<file path="src/sv/rls_pkg.sv">
// ----------------------------------------------------------------------------
// rls_pkg
// types and fixed constants of the restart-limit scheduler
// ----------------------------------------------------------------------------
package rls_pkg;

	localparam int LIMIT_W     = 31;
	localparam int NUM_W       = 24;
	localparam int MODE_W      = 3;
	localparam int CFG_IDX_W   = 1;
	localparam int IN_TDATA_W  = 8;
	localparam int OUT_TDATA_W = 56;
	localparam int LUBY_K_W    = 7;

	localparam logic [LIMIT_W-1:0]  LIMIT_MAX    = 31'h7FFF_FFFF;
	localparam logic [LIMIT_W-1:0]  LIMIT_RESET  = 31'd100;
	localparam logic [LUBY_K_W-1:0] LUBY_MUL_10  = 7'd10;
	localparam logic [LUBY_K_W-1:0] LUBY_MUL_100 = 7'd100;
	localparam logic [LUBY_K_W-1:0] LUBY_MUL_50  = 7'd50;

	typedef enum logic [MODE_W-1:0] {
		MODE_DOUBLE,
		MODE_LUBY10,
		MODE_LUBY100,
		MODE_LUBY50,
		MODE_GROW103,
		MODE_GROW110,
		MODE_GROW150
	} mode_t;

	typedef enum logic [CFG_IDX_W-1:0] {
		REG_SCHEDULE_MODE,
		REG_INITIAL_LIMIT
	} reg_index_t;

endpackage

</file>
<file path="src/sv/rls_mul.sv">
// ----------------------------------------------------------------------------
// rls_mul
// shared registered multiplier for luby scaling and fixed-point growth
// ----------------------------------------------------------------------------
module rls_mul import rls_pkg::*; #(
	parameter int FAC_W = 18
) (
	input  logic                     clk,
	input  logic [LIMIT_W-1:0]       a,
	input  logic [FAC_W-1:0]         b,
	output logic [LIMIT_W+FAC_W-1:0] prod
);

	logic [LIMIT_W+FAC_W-1:0] prod_q;

	always_ff @(posedge clk) begin
		prod_q <= (LIMIT_W+FAC_W)'(a) * (LIMIT_W+FAC_W)'(b);
	end

	assign prod = prod_q;

endmodule

</file>
<file path="src/sv/rls_luby.sv">
// ----------------------------------------------------------------------------
// rls_luby
// iterative luby term: one compare-and-shift or compare-and-subtract per cycle
// ----------------------------------------------------------------------------
module rls_luby import rls_pkg::*; #(
	parameter int COUNT_BITS = 24
) (
	input  logic                    clk,
	input  logic                    arst_n,
	input  logic                    start,
	input  logic [COUNT_BITS+1:0]   m_init,
	output logic                    done,
	output logic [COUNT_BITS:0]     value
);

	localparam int LW = COUNT_BITS + 2;
	localparam logic [LW-1:0] PW_INIT = LW'(1) << (COUNT_BITS + 1);
	localparam logic [LW-1:0] TWO     = LW'(2);
	localparam logic [LW-1:0] ONE     = LW'(1);

	logic [LW-1:0]         m_q;
	logic [LW-1:0]         pw_q;
	logic                  busy_q;
	logic                  done_q;
	logic [COUNT_BITS:0]   value_q;
	logic [LW-1:0]         half;

	assign half = pw_q >> 1;

	always_ff @(posedge clk or negedge arst_n) begin
		if (!arst_n) begin
			m_q     <= '0;
			pw_q    <= '0;
			busy_q  <= 1'b0;
			done_q  <= 1'b0;
			value_q <= '0;
		end else begin
			done_q <= 1'b0;
			if (start) begin
				m_q    <= m_init;
				pw_q   <= PW_INIT;
				busy_q <= 1'b1;
			end else if (busy_q) begin
				priority if (pw_q > TWO && half >= m_q) begin
					pw_q <= half;
				end else if (pw_q == m_q) begin
					value_q <= half[COUNT_BITS:0];
					done_q  <= 1'b1;
					busy_q  <= 1'b0;
				end else begin
					m_q <= m_q - half + ONE;
				end
			end
		end
	end

	assign done  = done_q;
	assign value = value_q;

endmodule

</file>
<file path="src/sv/restart_limit_scheduler.sv">
// ----------------------------------------------------------------------------
// restart_limit_scheduler
// restart counter and conflict-limit schedule for a conflict-driven solver
// ----------------------------------------------------------------------------
// Each input word carries restart_event in bit 0 and produces one output word
// with the conflict limit, the restart count and a saturation flag. The block
// takes one word at a time. A report-only word goes straight to the finish
// state; doubling and x1.5 are computed in the start state; x1.03 and x1.1
// use the shared multiplier twice (fraction, then integer part); the Luby
// modes wait for the Luby unit, which spends one cycle per shift or subtract
// step, and then scale its term on the shared multiplier. A finished word
// waits in the output register while the next word is taken; a word that
// finds the output register still full waits until it is read.
// ----------------------------------------------------------------------------
module restart_limit_scheduler import rls_pkg::*; #(
	parameter int COUNT_BITS = 24,
	parameter int FRAC_BITS  = 16
) (
	input  logic                   clk,
	input  logic                   arst_n,
	input  logic                   cfg_wen,
	input  logic [CFG_IDX_W-1:0]   cfg_index,
	input  logic [LIMIT_W-1:0]     cfg_data,
	input  logic                   s_tvalid,
	output logic                   s_tready,
	input  logic [IN_TDATA_W-1:0]  s_tdata,   // restart_event, zero pad
	output logic                   m_tvalid,
	input  logic                   m_tready,
	output logic [OUT_TDATA_W-1:0] m_tdata,   // conflict_limit, restart_number, zero pad
	output logic                   m_tuser    // limit_saturated
);

	localparam int FAC_W    = FRAC_BITS + 2;
	localparam int PROD_W   = LIMIT_W + FAC_W;
	localparam int SCALED_W = LIMIT_W + FRAC_BITS;
	localparam int LW       = COUNT_BITS + 2;
	localparam int EXT_W    = COUNT_BITS + NUM_W;

	localparam logic [FAC_W-1:0] GROW_LOW =
		FAC_W'((64'd103 * (64'd1 << FRAC_BITS) + 64'd50) / 64'd100);
	localparam logic [FAC_W-1:0] GROW_TEN =
		FAC_W'((64'd11 * (64'd1 << FRAC_BITS) + 64'd5) / 64'd10);
	localparam logic [COUNT_BITS-1:0] COUNT_MAX = '1;

	typedef enum logic [2:0] {
		ST_IDLE,
		ST_START,
		ST_LUBY,
		ST_LUBY_SCALE,
		ST_GEO_WHOLE,
		ST_GEO_SUM,
		ST_FINISH
	} state_t;

	state_t                state_q;
	logic [MODE_W-1:0]     mode_q;
	logic [COUNT_BITS-1:0] count_q;
	logic [LIMIT_W-1:0]    limit_q;
	logic [SCALED_W-1:0]   scaled_q;
	logic                  sat_q;
	logic [FAC_W-1:0]      frac_part_q;
	logic                  m_tvalid_q;
	logic [LIMIT_W-1:0]    out_limit_q;
	logic [NUM_W-1:0]      out_num_q;
	logic                  out_sat_q;

	logic [LIMIT_W:0]      dbl_sum;
	logic [LIMIT_W:0]      half_sum;
	logic [PROD_W:0]       geo_sum;
	logic                  geo_over;
	logic                  luby_over;
	logic [EXT_W-1:0]      count_ext;
	logic                  is_luby;
	logic                  luby_start;
	logic                  luby_done;
	logic [COUNT_BITS:0]   luby_val;
	logic [LIMIT_W-1:0]    mul_a;
	logic [FAC_W-1:0]      mul_b;
	logic [PROD_W-1:0]     prod;
	logic [FAC_W-1:0]      grow_fac;
	logic [FAC_W-1:0]      luby_fac;

	assign dbl_sum   = {1'b0, limit_q} + {1'b0, limit_q};
	assign half_sum  = {1'b0, limit_q} + {2'b0, limit_q[LIMIT_W-1:1]};
	assign geo_sum   = {1'b0, prod} + (PROD_W+1)'(frac_part_q);
	assign geo_over  = |geo_sum[PROD_W:SCALED_W];
	assign luby_over = |prod[PROD_W-1:LIMIT_W];
	assign count_ext = EXT_W'(count_q);

	assign is_luby = (mode_q == MODE_LUBY10) || (mode_q == MODE_LUBY100)
		|| (mode_q == MODE_LUBY50);
	assign luby_start = (state_q == ST_START) && is_luby;
	assign grow_fac = (mode_q == MODE_GROW103) ? GROW_LOW : GROW_TEN;

	always_comb begin
		unique case (mode_q)
			MODE_LUBY10:  luby_fac = FAC_W'(LUBY_MUL_10);
			MODE_LUBY100: luby_fac = FAC_W'(LUBY_MUL_100);
			default:      luby_fac = FAC_W'(LUBY_MUL_50);
		endcase
	end

	// operand select for the shared multiplier
	always_comb begin
		mul_a = '0;
		mul_b = '0;
		unique case (state_q)
			ST_START: begin
				mul_a = LIMIT_W'(scaled_q[FRAC_BITS-1:0]);
				mul_b = grow_fac;
			end
			ST_GEO_WHOLE: begin
				mul_a = scaled_q[SCALED_W-1:FRAC_BITS];
				mul_b = grow_fac;
			end
			ST_LUBY: begin
				mul_a = LIMIT_W'(luby_val);
				mul_b = luby_fac;
			end
			default: begin
				mul_a = '0;
				mul_b = '0;
			end
		endcase
	end

	rls_luby #(
		.COUNT_BITS(COUNT_BITS)
	) u_luby (
		.clk    (clk),
		.arst_n (arst_n),
		.start  (luby_start),
		.m_init (LW'(count_q) + LW'(2)),
		.done   (luby_done),
		.value  (luby_val)
	);

	rls_mul #(
		.FAC_W(FAC_W)
	) u_mul (
		.clk  (clk),
		.a    (mul_a),
		.b    (mul_b),
		.prod (prod)
	);

	always_ff @(posedge clk or negedge arst_n) begin
		if (!arst_n) begin
			state_q     <= ST_IDLE;
			mode_q      <= MODE_GROW150;
			count_q     <= '0;
			limit_q     <= LIMIT_RESET;
			scaled_q    <= {LIMIT_RESET, FRAC_BITS'(0)};
			sat_q       <= 1'b0;
			frac_part_q <= '0;
			m_tvalid_q  <= 1'b0;
			out_limit_q <= '0;
			out_num_q   <= '0;
			out_sat_q   <= 1'b0;
		end else begin
			if (cfg_wen) begin
				unique case (reg_index_t'(cfg_index))
					REG_SCHEDULE_MODE: mode_q <= cfg_data[MODE_W-1:0];
					REG_INITIAL_LIMIT: begin
						limit_q  <= cfg_data;
						scaled_q <= {cfg_data, FRAC_BITS'(0)};
						count_q  <= '0;
					end
					default: mode_q <= mode_q;
				endcase
			end
			if (m_tvalid_q && m_tready && state_q != ST_FINISH) begin
				m_tvalid_q <= 1'b0;
			end
			unique case (state_q)
				ST_IDLE: begin
					if (s_tvalid) begin
						sat_q <= 1'b0;
						if (s_tdata[0]) begin
							if (count_q != COUNT_MAX) begin
								count_q <= count_q + COUNT_BITS'(1);
							end
							state_q <= ST_START;
						end else begin
							state_q <= ST_FINISH;
						end
					end
				end
				ST_START: begin
					unique case (mode_q)
						MODE_DOUBLE: begin
							limit_q <= dbl_sum[LIMIT_W] ? LIMIT_MAX : dbl_sum[LIMIT_W-1:0];
							sat_q   <= dbl_sum[LIMIT_W];
							state_q <= ST_FINISH;
						end
						MODE_LUBY10, MODE_LUBY100, MODE_LUBY50: begin
							state_q <= ST_LUBY;
						end
						MODE_GROW103, MODE_GROW110: begin
							state_q <= ST_GEO_WHOLE;
						end
						default: begin
							limit_q <= half_sum[LIMIT_W] ? LIMIT_MAX : half_sum[LIMIT_W-1:0];
							sat_q   <= half_sum[LIMIT_W];
							state_q <= ST_FINISH;
						end
					endcase
				end
				ST_LUBY: begin
					if (luby_done) begin
						state_q <= ST_LUBY_SCALE;
					end
				end
				ST_LUBY_SCALE: begin
					limit_q <= luby_over ? LIMIT_MAX : prod[LIMIT_W-1:0];
					sat_q   <= luby_over;
					state_q <= ST_FINISH;
				end
				ST_GEO_WHOLE: begin
					frac_part_q <= prod[FRAC_BITS+FAC_W-1:FRAC_BITS];
					state_q     <= ST_GEO_SUM;
				end
				ST_GEO_SUM: begin
					if (geo_over) begin
						scaled_q <= '1;
						limit_q  <= LIMIT_MAX;
						sat_q    <= 1'b1;
					end else begin
						scaled_q <= geo_sum[SCALED_W-1:0];
						limit_q  <= geo_sum[SCALED_W-1:FRAC_BITS];
					end
					state_q <= ST_FINISH;
				end
				ST_FINISH: begin
					if (!m_tvalid_q || m_tready) begin
						out_limit_q <= limit_q;
						out_num_q   <= count_ext[NUM_W-1:0];
						out_sat_q   <= sat_q;
						m_tvalid_q  <= 1'b1;
						state_q     <= ST_IDLE;
					end
				end
				default: state_q <= ST_IDLE;
			endcase
		end
	end

	assign s_tready = (state_q == ST_IDLE);
	assign m_tvalid = m_tvalid_q;
	assign m_tdata  = {1'b0, out_num_q, out_limit_q};
	assign m_tuser  = out_sat_q;

endmodule

</file>
<file path="config.mk">
export PLATFORM = sky130hd
export DESIGN_NAME = restart_limit_scheduler
export DESIGN_NICKNAME = d
export VERILOG_FILES = /design/src/sv/rls_pkg.sv /design/src/sv/rls_mul.sv /design/src/sv/rls_luby.sv /design/src/sv/restart_limit_scheduler.sv
export SDC_FILE = /design/constraint.sdc
export NUM_CORES = 2
export LEC_CHECK = 0
export ABC_AREA = 1
export BUFFER_PORTS_ARGS = -buffer_cell sky130_fd_sc_hd__buf_2
export CAP_MARGIN = 20
export CORE_MARGIN = 4
export CORE_UTILIZATION = 30
export CTS_CLUSTER_DIAMETER = 60
export DETAILED_ROUTE_END_ITERATION = 16
export PLACE_DENSITY_LB_ADDON = 0.08
export SLEW_MARGIN = 30
export SYNTH_ARGS = -nofsm -noshare
export SYNTH_HDL_FRONTEND = slang
export SYNTH_SLANG_ARGS = --single-unit
</file>
<file path="constraint.sdc">
create_clock -name clk -period 13.6 [get_ports clk]
set_input_delay 2.72 -clock clk [delete_from_list [all_inputs] [get_ports clk]]
set_output_delay 2.72 -clock clk [all_outputs]
set_load 0.005 [all_outputs]
</file>
Word level (Yosys, flattened, before mapping)

Index checks and enable logic that the tools add are counted.

Bits in registers: 312
Input port bits: 45
Output and inout bits: 59
Word-level logic and storage cells: 131

Add/subtract/negate cells: 7
Multipliers: 1
Magnitude comparators: 2
Eq/ne operators: 21
Multiplexer cells: 50
Bitwise operators: 3
Reductions and logical operators: 30

Operator list:

| cell                                                 | count |
|---|---|
| 2-to-1 mux 47 bit                                    | 4 |
| 2-to-1 mux 31 bit                                    | 6 |
| case mux 31 bit (3 select lines)                     | 2 |
| 2-to-1 mux 26 bit                                    | 7 |
| 2-to-1 mux 24 bit                                    | 6 |
| case mux 31 bit (2 select lines)                     | 1 |
| adder 49 x 18 -> 50 bit                              | 1 |
| multiplier 31 x 18 -> 49 bit                         | 1 |
| case mux 18 bit (2 select lines)                     | 1 |
| adder 31 x 30 -> 32 bit                              | 1 |
| adder 31 x 31 -> 32 bit                              | 1 |
| adder 26 x 1 -> 26 bit (second input constant)       | 1 |
| == test 26 bit                                       | 1 |
| greater-or-equal comparator 25 x 26 -> 1 bit         | 1 |
| > comparator 26 x 2 -> 1 bit (second input constant) | 1 |
| subtractor 26 x 25 -> 26 bit                         | 1 |
| adder 24 x 2 -> 25 bit (second input constant)       | 1 |
| adder 24 x 1 -> 24 bit (second input constant)       | 1 |
| inequality test 24 bit (second input constant)       | 1 |
| case mux 3 bit (6 select lines)                      | 1 |
| OR reduction 18 bit                                  | 1 |
| == test 3 bit (second input constant)                | 5 |
| case mux 7 bit (2 select lines)                      | 1 |
| 2-to-1 mux 1 bit                                     | 13 |
| other kinds (23)                                     | 54 |

Logic depth before layout (Yosys ltp)

Depth in word-level cells: 6
Depth in mapped cells: 36
Depth with buffers taken out: 34

Modules after synthesis

A second synthesis with hierarchy kept.

Cell total of the unflattened synthesis: 6086
Area, all modules: 41717.5 um^2

Modules (own cells, without submodules):

| module                  | times used | cells an instance | area each (um^2) | sequential area each (um^2) |
|---|---|---|---|---|
| rls_mul                 | 1          | 2722              | 20096.8          | 980.9 |
| restart_limit_scheduler | 1          | 2382              | 14956.8          | 4614.4 |
| rls_luby                | 1          | 982               | 6663.9           | 1976.9 |

Least setup slack after synthesis

OpenSTA, ideal clock, no wires.

Path kind: reg2reg
Start point: reg state_q[1]
End point: reg u_mul.prod_q[45], in the netlist u_mul.prod[45]
Library setup time: 0.072 ns
Arrival time: 6.270 ns
Required time: 13.528 ns
Setup slack: 7.258 ns
Stages on the path, launching flop included: 32
Cell sequence: dfrtp_1 -> nor2_1 -> inv_1 -> nor2_2 -> buf_4 -> inv_2 -> buf_2 -> nor2_1 -> inv_1 -> nor2_1 -> inv_1 -> fa_1 -> inv_1 -> fa_1 -> fa_1 -> inv_1 -> fa_1 -> inv_1 -> fa_1 -> inv_1 -> fa_1 -> inv_1 -> ha_1 -> nand2_1 -> nor2_1 -> inv_1 -> nor2_1 -> inv_1 -> nor4_1 -> nand4_1 -> nand3_1 -> xor2_1

Longest elaborated chain between the ends: 4

RTL lines:

| element                                                 | RTL line                       | text |
|---|---|---|
| start, declared                                         | restart_limit_scheduler.sv:55  | `state_t state_q;` |
| start signal, assigned                                  | restart_limit_scheduler.sv:149 | `state_q <= ST_IDLE;` |
| start signal, assigned                                  | restart_limit_scheduler.sv:183 | `state_q <= ST_START;` |
| start signal, assigned                                  | restart_limit_scheduler.sv:185 | `state_q <= ST_FINISH;` |
| == test 3 x 1 -> 1 bit or == test 3 bit (tied branches) | restart_limit_scheduler.sv:107 | `unique case (state_q)` |
| OR reduction 2 bit (no source line)                     | n/a                            |  |
| case mux 18 bit (2 select lines)                        | restart_limit_scheduler.sv:107 |  |
| multiplier 31 x 18 -> 49 bit (*)                        | rls_mul.sv:17                  | `prod_q <= (LIMIT_W+FAC_W)'(a) * (LIMIT_W+FAC_W)'(b);` |
| end signal, assigned                                    | rls_mul.sv:17                  |  |
| end, declared                                           | rls_mul.sv:14                  | `logic [LIMIT_W+FAC_W-1:0] prod_q;` |

Every way passes the cells marked *; elsewhere a longest branch is shown, timed or not.
A chain may end at the register's enable or synchronous reset.

Worst setup path in the final report

Start point: reg mode_q[1]
End point: reg u_mul.prod_q[44], in the netlist u_mul.prod[44]

Longest elaborated chain between the ends: 4

RTL lines:

| element                                                              | RTL line                                                     | text |
|---|---|---|
| start, declared                                                      | restart_limit_scheduler.sv:56                                | `logic [MODE_W-1:0] mode_q;` |
| start signal, assigned                                               | restart_limit_scheduler.sv:163                               | `REG_SCHEDULE_MODE: mode_q <= cfg_data[MODE_W-1:0];` |
| start signal, assigned                                               | restart_limit_scheduler.sv:169                               | `default: mode_q <= mode_q;` |
| == test 3 x 2 -> 1 bit (tied with other cells)                       | restart_limit_scheduler.sv:96                                | `unique case (mode_q)` |
| case mux 7 bit (2 select lines) or 2-to-1 mux 13 bit (tied branches) | restart_limit_scheduler.sv:96, restart_limit_scheduler.sv:93 |  |
| case mux 18 bit (2 select lines) (*)                                 | restart_limit_scheduler.sv:107                               |  |
| multiplier 31 x 18 -> 49 bit (*)                                     | rls_mul.sv:17                                                |  |

Marks and branches as above.

==> out/results.tsv <==
stage	metric	value	unit
outcome	run status	finished clean	
global_routing	largest net degree at the start of global routing	132	
detailed_routing	drt pass-1 iters	6	
floorplanning	FP Rows	127	
timing	RSZ-0062 raised after global routing	false	
detailed_routing	WL final	137000	microns
critical_path	most used cell, CP	inv_1	
synthesis	most common cell in the synthesized netlist	nand2_1	
critical_path	Startpoint Class	register	
critical_path	slowest stage delay, CP	0.85	ns
timing	Setup Skew	0.0288	ns
synthesis	Netlist cell types	55	
cts	clock sink count	310	
finish	NumNets Final	5933	
cts	TritonCTS Buffers	44	
cts	setup bufs post-CTS	0	
synthesis	EDFF count, synth	0	
cts	worst-skew pair later-pin latency	0.61	ns
timing	Tmin final	8.56	ns
power_and_ir_drop	Power Density	196	nW/um^2
critical_path	Largest delay share family, worst path	adder cells	
critical_path	Critical Path End Type	register	
finish	final core utilization	33.5	%
finish	Multi-input gate area	24200	sq um
timing	Tcrit/Tclk final	62.9	%
timing	final worst slack	5.04	ns
floorplanning	initial core utilization	30.2	%
detailed_routing	via count	32200	
power_and_ir_drop	worst vdd ir	0.000132	V
synthesis	top post-synthesis cells by count	nand2_1, inv_1, nor2_1	
floorplanning	Ports	104	
finish	Layout area overhead	10.7	%
floorplanning	Core Footprint	120000	sq um
floorplanning	Die W	356	microns
timing	Final TNS setup	0	ns
critical_path	slowest cell on the critical path	clkinv_1	
global_routing	number of global-route vias before repair	32800	
synthesis	post-synth top area share	17.6	%
critical_path	Critical Path RT	14.12	ns
synthesis	Syn Area/Cell	6.99	sq um
cts	Max H-tree Level	2	
finish	fill count	13400	
synthesis	Synth Instances	5193	
placement	placed cell count	6819	
detailed_routing	antenna viol nets, final	0	
power_and_ir_drop	Lkg Pwr	22.1	nW
cts	clock-pin slew on the worst setup and hold paths	0.06	ns
timing	Slew Viols, Final	0	
timing	worst hold slack	0.472	ns
placement	Place WS	5.16	ns
critical_path	critical path arrival	9.08	ns
synthesis	Primary FF master, synth	dfrtp_1	
critical_path	worst path buffer plus inverter count	12	
synthesis	Synth area leaders	dfrtp_1, fa_1, nand2_1, inv_1, ha_1	
detailed_routing	Initial DRC Count	2269	
finish	Register Area	7530	sq um
global_routing	initial antenna violation count	1	
timing	Slew @ Worst Pin	0.964	ns
synthesis	leading area contributor after synthesis	dfrtp_1	
detailed_routing	drt wl/cell	19.8	microns
global_routing	GRT Residual Overflow	0	
timing	Final Hold Fails	0	
global_routing	first-pass GRT wire length	209000	microns
synthesis	register area share after synthesis	20.7	%
detailed_routing	DR DRC count	0	
synthesis	Synth warnings	0	
synthesis	ys async rst share	84.8	%
placement	hpwl dp	112000	microns
floorplanning	die area	127000	sq um
worst_hold_path	Hold Crit Class	reg2reg	
floorplanning	die height	356	microns
critical_path	reg-to-reg slack, setup	5.04	ns
synthesis	#FFs+latches synth	310	
timing	Final setup viols	0	
cts	Hold-fix buffers, CTS	0	
cts	post-cts gate resize count	0	
finish	proportion of layout cells with a drive suffix above 1	5.45	%
placement	# port buffers	95	
synthesis	Netlist Area Pre-Place	36300	sq um
cts	Max Buffers Root-to-Sink	3	
critical_path	crit path max fanout	25	
global_routing	GRT Total Usage	21.7	%
cts	TritonCTS clock tree	yes	
run	maxcap violations	0	
detailed_routing	Vias/cell	4.67	
critical_path	CP Class	reg2reg	
timing	Max Fclk	0.117	GHz
placement	Routability Congestion	0.895	
finish	count of non-filler cells in the finished layout	6902	
timing	Rel. slew slack	35.3	%
cts	CTS root buffer	clkbuf_16	
-- where the power goes --
group          internal, mW  switching [mW]
Clock                 0.749           0.511
Sequential             1.23           0.324
Combinational          1.65            3.39
Total                  3.63            4.23
-- stage by stage --
step / instance area [sq um] / power [mW]
global route: 40200 / 8.73
detailed placement: 38600 / 6.66
floorplan: 36300 / 4.96
finish: 40200 / 7.86
global placement: 38600 / 6.68
CTS: 40200 / 7.99
-- final timing paths --
| kind | start | end | depth (start not counted) |
|---|---|---|---|
| min reg2reg | frac_part_q[0] | frac_part_q[0] | 2 |
| max in group asynchronous | arst_n | scaled_q[41] | 3 |
| max | mode_q[1] | u_mul.prod[44] | 31 |
| max reg2reg | mode_q[1] | u_mul.prod[44] | 31 |
| min | frac_part_q[0] | frac_part_q[0] | 2 |
| min in group asynchronous | arst_n | out_num_q[6] | 1 |
-- placed cells by master, fill, tap and decap left out, types with 42 or more instances in the layout --
master,instances
o21ai_0,297
dfrtp_1,255
xor2_1,88
nand3_1,280
buf_2,94
nand2_1,1415
nor3_1,42
a21oi_1,191
ha_1,320
clkbuf_16,47
inv_1,1088
dfxtp_1,47
nor2_1,422
fa_1,315
-- registers in the layout, indices dropped and copies added (netlist names), 25 cells and up --
signal        flops
u_mul.prod       47
out_limit_q      31
limit_q          31
u_luby.pw_q      26
u_luby.value     25
u_luby.m_q       26
scaled_q         47
-- logic make-up after synthesis --
| kind of cell | count (synthesis) | synth area share (%) |
|---|---|---|
| AOI/OAI and AO/OA | 622 | 9.26 |
| muxes | 4 | 0.124 |
| other | 2 | 0.0207 |
| and+or+nand+nor | 2277 | 25.7 |
| xor gates and xnor gates | 117 | 2.82 |
| DFF | 310 | 20.7 |
| buffers and inverters | 1226 | 13.0 |
| adders and majority gates | 635 | 28.4 |
-- per-layer routing --
metal	global-route usage [%]	wire, microns	up-vias
li1	-	-	16100
met1	30.9	65100	15300
met2	35.2	62300	635
met3	2.41	6150	128
met4	5.18	3350	0
met5	0	0	-
-- layout make-up --
cell class | instances | area share [%]
clock inverter | 24 | 0.719
tap | 1612 | 5.02
inverter | 1103 | 10.3
clock buffer | 58 | 3.18
antenna | 1 | 0.00623
multi-input combinational | 3662 | 60.1
timing repair buffer | 132 | 1.93
sequential | 310 | 18.7
-- worst register-to-register path: cells and delay by family, from the launching register on --
kind	cells	cell delay, ns
XOR/XNOR	1	0.18
adder cells (fa/ha/maj)	7	3.40
buffers and inverters	12	2.12
flip-flops	1	0.56
AND/OR/NAND/NOR	11	2.18
(Power assumes the default switching activity.)
